[config.mk]
export PLATFORM = sky130hd
export DESIGN_NAME = modbus_read_holding_responder_top
export DESIGN_NICKNAME = d
export VERILOG_FILES = /design/src/sv/mrh_pkg.sv /design/src/sv/modbus_read_holding_responder_top.sv
export SDC_FILE = /design/constraint.sdc
export NUM_CORES = 1
export LEC_CHECK = 0
export BUFFER_PORTS_ARGS = -buffer_cell sky130_fd_sc_hd__buf_4
export CORE_MARGIN = 4
export CORE_UTILIZATION = 45
export DETAILED_ROUTE_END_ITERATION = 12
export PLACE_DENSITY = 0.61
export SLEW_MARGIN = 20
export SYNTH_ARGS = -nofsm -noshare
export SYNTH_HDL_FRONTEND = slang
export SYNTH_SLANG_ARGS = --single-unit
[constraint.sdc]
create_clock -name i_clk -period 4.2 [get_ports i_clk]
set_input_delay 0.21 -clock i_clk [delete_from_list [all_inputs] [get_ports i_clk]]
set_output_delay 0.21 -clock i_clk [all_outputs]
set_load 0.02 [all_outputs]
[src/sv/mrh_pkg.sv]
// mrh_pkg: types, protocol constants and the read-only register table
// of the Modbus read-holding responder. No dependencies.
package mrh_pkg;

    typedef enum logic [2:0] {
        ST_RX,      // waiting for a request beat
        ST_RXCRC,   // shifting a request byte through the CRC
        ST_EVAL,    // frame ended: check and set up the answer
        ST_BYTE,    // produce the next response byte
        ST_TXCRC    // shifting a response byte through the CRC
    } t_state;

    typedef enum logic [2:0] {
        SEG_ADDR,
        SEG_FUNC,
        SEG_CNT,
        SEG_DATA,
        SEG_CRCLO,
        SEG_CRCHI
    } t_seg;

    localparam logic [7:0]  FUNC_READ = 8'h03;
    localparam logic [7:0]  FUNC_EXC  = 8'h83;
    localparam logic [7:0]  EXC_ADDR  = 8'h02;
    localparam logic [15:0] QTY_MAX   = 16'd125;
    localparam logic [15:0] CRC_POLY  = 16'hA001;
    localparam logic [15:0] CRC_INIT  = 16'hFFFF;
    localparam logic [3:0]  REQ_LEN   = 4'd8;
    localparam logic [3:0]  HDR_LEN   = 4'd6;
    localparam logic [3:0]  CNT_MAX   = 4'd15;

    // table contents; entries past the fourth read as zero
    function automatic logic [15:0] reg_value(input logic [6:0] idx);
        logic [15:0] v;
        case (idx)
            7'd0:    v = 16'd2300;
            7'd1:    v = 16'd512;
            7'd2:    v = 16'd1450;
            7'd3:    v = 16'd123;
            default: v = 16'd0;
        endcase
        return v;
    endfunction

endpackage

[src/sv/modbus_read_holding_responder_top.sv]
// modbus_read_holding_responder_top: Modbus RTU read-holding-registers
// responder with a bit-serial CRC-16. Depends on mrh_pkg.
//
// Usage:
//   Slave stream: one request byte per beat on s_axis_tdata, s_axis_tlast
//   high on the last byte of the frame. Master stream: response bytes two
//   per beat, tdata = {byte_b, byte_a}, tuser = pair_full (byte_b valid),
//   tlast on the final beat of a response.
//   A frame is answered only if it is exactly 8 bytes, its CRC checks, the
//   function is 0x03 and the quantity is 1..125. A range past the table of
//   REG_COUNT words gives exception 0x02. The slave address is echoed.
// Timing:
//   The CRC is one shared 16-bit register updated one bit per cycle. Each
//   request byte is accepted and then shifted through the CRC bit by bit;
//   the frame-ending byte is followed by a frame check. Each response byte
//   that is covered by the CRC is shifted through it the same way; the two
//   CRC bytes are sent without shifts. No request beat is taken while a
//   response is being built.
// Reset clears the byte count, sets the CRC to 0xFFFF and drops any beat
// in flight. A stalled receiver holds the output beat; the next pair waits
// in the engine, and after the last beat is loaded new requests are
// accepted even while that beat still waits to be taken.
module modbus_read_holding_responder_top #(
    parameter int REG_COUNT = 32
) (
    input  logic        i_clk,
    input  logic        i_rst_n,
    input  logic        s_axis_tvalid,
    output logic        s_axis_tready,
    input  logic [7:0]  s_axis_tdata,   // [7:0] rx_byte
    input  logic        s_axis_tlast,   // frame_end
    output logic        m_axis_tvalid,
    input  logic        m_axis_tready,
    output logic [15:0] m_axis_tdata,   // [7:0] byte_a, [15:8] byte_b
    output logic        m_axis_tuser,   // pair_full
    output logic        m_axis_tlast    // last
);

    localparam int IW = (REG_COUNT > 1) ? $clog2(REG_COUNT) : 1;
    localparam int HDR_SIZE = 6;

    // control state
    mrh_pkg::t_state r_state, n_state;
    mrh_pkg::t_seg   r_seg, n_seg;
    logic [3:0]      r_count, n_count;
    logic [15:0]     r_crc, n_crc;
    logic [2:0]      r_bit, n_bit;
    logic            r_end, n_end;
    logic            r_exc, n_exc;
    logic            r_hi, n_hi;
    logic            r_have_a, n_have_a;
    logic            r_ovalid, n_ovalid;

    // payload
    logic [7:0]      r_hdr [HDR_SIZE];
    logic [IW-1:0]   r_widx, n_widx;
    logic [6:0]      r_left, n_left;
    logic [7:0]      r_pa, n_pa;
    logic [7:0]      r_oa, n_oa;
    logic [7:0]      r_ob, n_ob;
    logic            r_ofull, n_ofull;
    logic            r_olast, n_olast;

    logic            w_in_acc;
    logic            w_out_free;
    logic [15:0]     w_start;
    logic [15:0]     w_qty;
    logic            w_ok;
    logic            w_range_bad;
    logic [15:0]     w_word;
    logic [7:0]      w_byte;
    logic            w_final;
    logic            w_go;
    logic [15:0]     w_crc_sh;

    assign s_axis_tready = (r_state == mrh_pkg::ST_RX);
    assign w_in_acc      = s_axis_tvalid && s_axis_tready;
    assign w_out_free    = !r_ovalid || m_axis_tready;

    assign m_axis_tvalid = r_ovalid;
    assign m_axis_tdata  = {r_ob, r_oa};
    assign m_axis_tuser  = r_ofull;
    assign m_axis_tlast  = r_olast;

    assign w_start = {r_hdr[2], r_hdr[3]};
    assign w_qty   = {r_hdr[4], r_hdr[5]};
    assign w_ok    = (r_count == mrh_pkg::REQ_LEN) && (r_crc == 16'd0)
                   && (r_hdr[1] == mrh_pkg::FUNC_READ)
                   && (w_qty != 16'd0) && (w_qty <= mrh_pkg::QTY_MAX);
    assign w_range_bad = ({1'b0, w_start} + {1'b0, w_qty}) > 17'(REG_COUNT);

    // one CRC bit step
    assign w_crc_sh = r_crc[0] ? ((r_crc >> 1) ^ mrh_pkg::CRC_POLY) : (r_crc >> 1);

    assign w_word = mrh_pkg::reg_value(7'(r_widx));

    always_comb begin
        case (r_seg)
            mrh_pkg::SEG_ADDR:  w_byte = r_hdr[0];
            mrh_pkg::SEG_FUNC:  w_byte = r_exc ? mrh_pkg::FUNC_EXC : mrh_pkg::FUNC_READ;
            mrh_pkg::SEG_CNT:   w_byte = r_exc ? mrh_pkg::EXC_ADDR : {r_left, 1'b0};
            mrh_pkg::SEG_DATA:  w_byte = r_hi ? w_word[15:8] : w_word[7:0];
            mrh_pkg::SEG_CRCLO: w_byte = r_crc[7:0];
            mrh_pkg::SEG_CRCHI: w_byte = r_crc[15:8];
            default:            w_byte = 8'd0;
        endcase
    end

    assign w_final = (r_seg == mrh_pkg::SEG_CRCHI);
    // the output register is only needed when a beat gets loaded
    assign w_go    = !(r_have_a || w_final) || w_out_free;

    always_comb begin
        n_state  = r_state;
        n_seg    = r_seg;
        n_count  = r_count;
        n_crc    = r_crc;
        n_bit    = r_bit;
        n_end    = r_end;
        n_exc    = r_exc;
        n_hi     = r_hi;
        n_have_a = r_have_a;
        n_widx   = r_widx;
        n_left   = r_left;
        n_pa     = r_pa;
        n_oa     = r_oa;
        n_ob     = r_ob;
        n_ofull  = r_ofull;
        n_olast  = r_olast;
        n_ovalid = r_ovalid && !m_axis_tready;

        case (r_state)
            mrh_pkg::ST_RX: begin
                if (w_in_acc) begin
                    n_crc   = r_crc ^ {8'd0, s_axis_tdata};
                    n_count = (r_count < mrh_pkg::CNT_MAX) ? r_count + 4'd1 : r_count;
                    n_end   = s_axis_tlast;
                    n_bit   = 3'd0;
                    n_state = mrh_pkg::ST_RXCRC;
                end
            end
            mrh_pkg::ST_RXCRC: begin
                n_crc = w_crc_sh;
                n_bit = r_bit + 3'd1;
                if (r_bit == 3'd7) begin
                    n_state = r_end ? mrh_pkg::ST_EVAL : mrh_pkg::ST_RX;
                end
            end
            mrh_pkg::ST_EVAL: begin
                // count and CRC restart; the CRC preset also seeds the answer
                n_count  = 4'd0;
                n_crc    = mrh_pkg::CRC_INIT;
                n_exc    = w_range_bad;
                n_widx   = w_start[IW-1:0];
                n_left   = w_qty[6:0];
                n_hi     = 1'b1;
                n_have_a = 1'b0;
                n_seg    = mrh_pkg::SEG_ADDR;
                n_state  = w_ok ? mrh_pkg::ST_BYTE : mrh_pkg::ST_RX;
            end
            mrh_pkg::ST_BYTE: begin
                if (w_go) begin
                    // pair packing
                    if (!r_have_a && !w_final) begin
                        n_pa     = w_byte;
                        n_have_a = 1'b1;
                    end else begin
                        n_oa     = r_have_a ? r_pa : w_byte;
                        n_ob     = r_have_a ? w_byte : 8'd0;
                        n_ofull  = r_have_a;
                        n_olast  = w_final;
                        n_ovalid = 1'b1;
                        n_have_a = 1'b0;
                    end
                    // CRC feed for covered bytes
                    if (r_seg != mrh_pkg::SEG_CRCLO && r_seg != mrh_pkg::SEG_CRCHI) begin
                        n_crc   = r_crc ^ {8'd0, w_byte};
                        n_bit   = 3'd0;
                        n_state = mrh_pkg::ST_TXCRC;
                    end
                    // advance to the next byte
                    case (r_seg)
                        mrh_pkg::SEG_ADDR: n_seg = mrh_pkg::SEG_FUNC;
                        mrh_pkg::SEG_FUNC: n_seg = mrh_pkg::SEG_CNT;
                        mrh_pkg::SEG_CNT:  n_seg = r_exc ? mrh_pkg::SEG_CRCLO
                                                         : mrh_pkg::SEG_DATA;
                        mrh_pkg::SEG_DATA: begin
                            n_hi = !r_hi;
                            if (!r_hi) begin
                                n_widx = r_widx + IW'(1);
                                n_left = r_left - 7'd1;
                                if (r_left == 7'd1) begin
                                    n_seg = mrh_pkg::SEG_CRCLO;
                                end
                            end
                        end
                        mrh_pkg::SEG_CRCLO: n_seg = mrh_pkg::SEG_CRCHI;
                        mrh_pkg::SEG_CRCHI: begin
                            n_crc   = mrh_pkg::CRC_INIT;
                            n_state = mrh_pkg::ST_RX;
                        end
                        default: n_seg = mrh_pkg::SEG_ADDR;
                    endcase
                end
            end
            mrh_pkg::ST_TXCRC: begin
                n_crc = w_crc_sh;
                n_bit = r_bit + 3'd1;
                if (r_bit == 3'd7) begin
                    n_state = mrh_pkg::ST_BYTE;
                end
            end
            default: n_state = mrh_pkg::ST_RX;
        endcase
    end

    always_ff @(posedge i_clk) begin
        if (!i_rst_n) begin
            r_state  <= mrh_pkg::ST_RX;
            r_seg    <= mrh_pkg::SEG_ADDR;
            r_count  <= 4'd0;
            r_crc    <= mrh_pkg::CRC_INIT;
            r_bit    <= 3'd0;
            r_end    <= 1'b0;
            r_exc    <= 1'b0;
            r_hi     <= 1'b1;
            r_have_a <= 1'b0;
            r_ovalid <= 1'b0;
        end else begin
            r_state  <= n_state;
            r_seg    <= n_seg;
            r_count  <= n_count;
            r_crc    <= n_crc;
            r_bit    <= n_bit;
            r_end    <= n_end;
            r_exc    <= n_exc;
            r_hi     <= n_hi;
            r_have_a <= n_have_a;
            r_ovalid <= n_ovalid;
        end
    end

    // payload registers, no reset
    always_ff @(posedge i_clk) begin
        r_widx  <= n_widx;
        r_left  <= n_left;
        r_pa    <= n_pa;
        r_oa    <= n_oa;
        r_ob    <= n_ob;
        r_ofull <= n_ofull;
        r_olast <= n_olast;
        if (w_in_acc && (r_count < mrh_pkg::HDR_LEN)) begin
            r_hdr[r_count[2:0]] <= s_axis_tdata;
        end
    end

endmodule

Word level (Yosys, flattened, before mapping)

Memories as Yosys holds them, arrays and structs flattened.
Index checks and enable logic that the tools add are counted.

Bits in registers: 72
RAM bits: 48
Input port bits: 13
Output and inout bits: 20
Logic and storage cells: 153
Memories: 1

Memory list:

| memory | words | bits a word | read ports | clocked after memory_dff | write ports | line                                    | source |
|---|---|---|---|---|---|---|---|
| r_hdr  | 6     | 8           | 6          | 0                        | 1           | modbus_read_holding_responder_top.sv:55 | `logic [7:0] r_hdr [HDR_SIZE];` |

$add $sub $neg: 5
Order comparisons: 4
Equal/unequal tests: 30
Multiplexer cells: 53
Bitwise gates (word level): 4
Reduce and logical (&&, ||, !) cells: 39

Operator list:

| operator                                                                | count |
|---|---|
| 16-bit 2-to-1 mux                                                       | 5 |
| 16-bit one-hot mux with 4 select lines                                  | 1 |
| 12-bit one-hot mux with 4 select lines                                  | 1 |
| 8-bit one-hot mux with 6 select lines                                   | 1 |
| 3-bit 2-to-1 mux                                                        | 13 |
| 8-bit 2-to-1 mux                                                        | 4 |
| 16-bit by 8-bit bitwise XOR with 16-bit output                          | 2 |
| 7-bit 2-to-1 mux                                                        | 3 |
| 3-bit one-hot mux with 6 select lines                                   | 1 |
| 16-bit by 16-bit adder with 17-bit output                               | 1 |
| 17-bit by 6-bit > comparator with 1-bit output (second input constant)  | 1 |
| 16-bit by 7-bit <= comparator with 1-bit output (second input constant) | 1 |
| 16-bit zero test                                                        | 1 |
| 16-bit nonzero test                                                     | 1 |
| 5-bit 2-to-1 mux                                                        | 3 |
| 3-bit inequality test (second input constant)                           | 5 |
| 3-bit one-hot mux with 5 select lines                                   | 1 |
| 2-bit inequality test (second input constant)                           | 7 |
| 7-bit one-hot mux with 2 select lines                                   | 1 |
| 3-bit by 2-bit equality test with 1-bit output (second input constant)  | 4 |
| 3-bit equality test (second input constant)                             | 4 |
| 3-bit AND reduction                                                     | 4 |
| 4-bit AND reduction                                                     | 3 |
| 5-bit by 2-bit equality test with 1-bit output (second input constant)  | 2 |
| other kinds (33)                                                        | 65 |

Depth between registers and ports, before layout

Depth after elaboration: 9
Gate-level depth with buffers: 10
Depth with buffers taken out: 10

Least setup slack after synthesis

Ideal clock, no wire load.

Kind: reg-to-reg
From: mem r_hdr[5][0]
To: reg r_exc
Library setup time: 0.124 ns
Arrival: 2.509 ns
Setup slack: 1.567 ns
Stages on the path, launching flop included: 11
Clock period less this slack: 2.633 ns
Cell sequence: edfxtp_1 ha_1 fa_1 a211o_1 o211a_1 nor4_1 a211oi_1 nor2_1 mux2_2 nor4_1 a21oi_1

RTL lines:

| what                   | line                                     | source |
|---|---|---|
| start: declaration     | modbus_read_holding_responder_top.sv:55  |  |
| end signal: assignment | modbus_read_holding_responder_top.sv:236 | `r_exc <= n_exc;` |
| end: declaration       | modbus_read_holding_responder_top.sv:49  | `logic r_exc, n_exc;` |

==> metrics <==
PD cells 445 nW/µm²; most common cell in the netlist edfxtp_1; CP Class register to register; Die Footprint 16400 µm²; GR Overflow Total 0; Ys Warns 0; leading area contributor after synthesis edfxtp_1; Tot Pwr 3.34 mW; vias in the first global route 4650; combinational fraction of design power 11.7%; clk_skew 0.00724 ns; vias post-DR 4911; Die X 128 µm; worst-path maximum fanout 3; nets 707; layout cells sized above 1 13.0%; core area 14000 µm²; Tightest Pin Transition 1.11 ns; top-area cell type share of the netlist area 39.7%; count of pins over their slew limit 0; setup slack after layout 1.35 ns; Primary FF master, synth edfxtp_1; final period utilization 67.8%; number of port buffers 32; Clk Latency, worst-skew pair 0.41 ns; asr flop ratio synth 0%; hpwl dp 11100 µm; I/O Pins 33; R2R Path End r_exc$_SDFFE_PN0P_; Post-DRT Antenna Nets 0; worst path cell trace ha_1, fa_1, a211o_1, o211a_1, nor4_1, a211oi_1, nor2_1, mux2_2, nor4_1, a21oi_1; final wirelength 15300 µm; clock-pin slew on the worst setup and hold paths 0.05 ns; Net Switching 0.805 mW; sw frac 24.1%; Slew Limit Headroom 25.7%; Worst EP arrival 3.14 ns; first-pass GRT wire length 24700 µm; RD Place Congestion 0.914; overall routing resource usage 19.2%; clk buf depth 2; clock network fraction of total power 45.6%; Place WS 1.37 ns; f_max 351 MHz; largest net degree at the start of global routing 35; Peak VDD IR 0.440 mV; required time worst endpoint 4.49 ns; Crit-path slowest cell edfxtp_1; Post-CTS Hold Buffers 0; Layout area overhead 15.3%; Mapped Cells 641; reg2reg path depth 10; hold_sp s_axis_tdata[7]; top post-synthesis cells by area edfxtp_1 (40%), dfxtp_1 (10%), ha_1 (5.2%); register area share after synthesis 50.1%; CP peak stage delay 0.42 ns; initial core utilization 46.3%; Worst path most repeated cell nor4_1; internal power 2.53 mW; Endpoint, Worst Hold r_hdr[0][7]$_DFFE_PP_; WL per Instance 17.8 µm; syn nets 682; Diodes inserted 0; setup TNS 0 ns; reg-to-reg slack, setup 1.35 ns; RSZ-0062 raised after global routing no; initial antenna violation count 0; CTS tree done; Synth cell types 68; max cap viols 0; post-cts sizing count 0; Clock Root Buffer clkbuf_16; Avg Vias per Cell 5.72; H-tree depth 4; Initial DRT Pass Iterations 5; drt initial violations 457; minimum clock period 2.85 ns; number of synthesized flops with an enable pin 86; Critical Path Source Type register; Netlist Area Pre-Place 6510 µm²; TritonCTS buffer count 17; Hold WC Path Type primary input to register; CP endpoint kind register; DRC violation count after routing 0; status completed; count of filler cells inserted in the layout 1272; Post-Syn Area per Cell 10.2 µm²; final hold vios 0; leakage 2.72 nW; Num Clock Sinks 120; Rows 43; final-report setup violation count 0; synth cell count leaders edfxtp_1 (86), nand2_1 (66), o21ai_0 (49), a21oi_1 (44), nor2_1 (40); Setup Fix Bufs, Post-CTS 0; Die Ht 128 µm; worst hold path stage count 1; register bit count reported by yosys 120; register share of total power 42.8%; FF-to-FF Start r_hdr[5][0]$_DFFE_PP_
-- metal layers --
metal  wire length, µm  share of wire, %  track usage [%]
met1              6940                45             25.9
met2              7200                47             30.8
met3               912               6.0             4.42
met4               215               1.4             6.24
met5                 0                 0                0
-- state kept, by name, indices dropped and copies added (netlist names), 4 cells and up --
signal	count
r_count	4
r_crc	16
r_hdr	48
r_left	7
r_oa	8
r_ob	8
r_pa	8
r_widx	5
-- worst max path at each step --
stage | startpoint | to | slack (ns) | depth (start not counted)
final | r_hdr[5][0]$_DFFE_PP_ | r_exc$_SDFFE_PN0P_ | 1.35 | 10
after global routing | r_hdr[5][0]$_DFFE_PP_ | r_exc$_SDFFE_PN0P_ | 1.12 | 10
after floorplan | r_hdr[5][0]$_DFFE_PP_ | r_exc$_SDFFE_PN0P_ | 1.57 | 10
after CTS | r_hdr[5][0]$_DFFE_PP_ | r_exc$_SDFFE_PN0P_ | 1.34 | 10
after global placement | r_hdr[5][0]$_DFFE_PP_ | r_exc$_SDFFE_PN0P_ | 1.41 | 10
after detailed placement | r_hdr[5][0]$_DFFE_PP_ | r_exc$_SDFFE_PN0P_ | 1.37 | 10
-- through the flow --
stage | utilization [%] | std cells | cell area, µm² | hold WS [ns]
5_1_grt | 53.5 | 859 | 7510 | 0.0568
6_report | 53.5 | 859 | 7510 | 0.0598
3_3_place_gp | 48.9 | 827 | 6870 | 0.460
3_5_place_dp | 48.9 | 827 | 6870 | 0.473
4_1_cts | 53.4 | 859 | 7500 | 0.0426
2_1_floorplan | - | 641 | 6510 | 0.309
-- cells in the final DEF (no fill, tap or decap), types with 14 or more instances in the layout --
master     count
edfxtp_1      86
nand2_1       66
o21ai_0       49
a21oi_1       44
nor2_1        40
buf_4         38
dfxtp_1       34
ha_1          27
inv_1         24
nand3_1       19
clkbuf_16     17
nor2b_1       15
nor3_1        14
-- kinds of logic after synthesis --
kind of cell / after synthesis / synth area share (%)
AND/OR/NAND/NOR: 214 / 16.7
buffers and inverters: 58 / 3.77
multiplexers: 23 / 3.75
flip-flops: 120 / 50.1
adder cells (fa/ha/maj): 28 / 5.50
XOR/XNOR: 24 / 3.23
AO/OA/AOI/OAI: 174 / 16.9
-- critical path, delay by kind of cell (launching register included) --
kind            cells  cell delay [ns]
compound gates      4             0.62
mux                 1             0.34
fa+ha+maj           2             0.65
simple gates        3             0.68
flops               1             0.42
-- final cells by class --
| class | count | area [µm²] | share of cell area [%] |
|---|---|---|---|
| clock inverter | 8 | 144 | 1.92 |
| inverter | 26 | 97.6 | 1.30 |
| multi-input combinational | 463 | 3010 | 40.1 |
| clock buffer | 24 | 482 | 6.42 |
| sequential | 120 | 3260 | 43.5 |
| tap | 180 | 225 | 3.00 |
| timing repair buffer | 38 | 285 | 3.80 |
-- power groups by stage --
stage               clock, mW  sequential (mW)  combinational (mW)
CTS                      1.55             1.42               0.385
floorplan                   0             1.40               0.304
finish                   1.52             1.43               0.390
global route             1.61             1.43               0.436
global placement            0             1.45               0.374
detailed placement          0             1.45               0.380
Power figures use the tool's default switching activity.
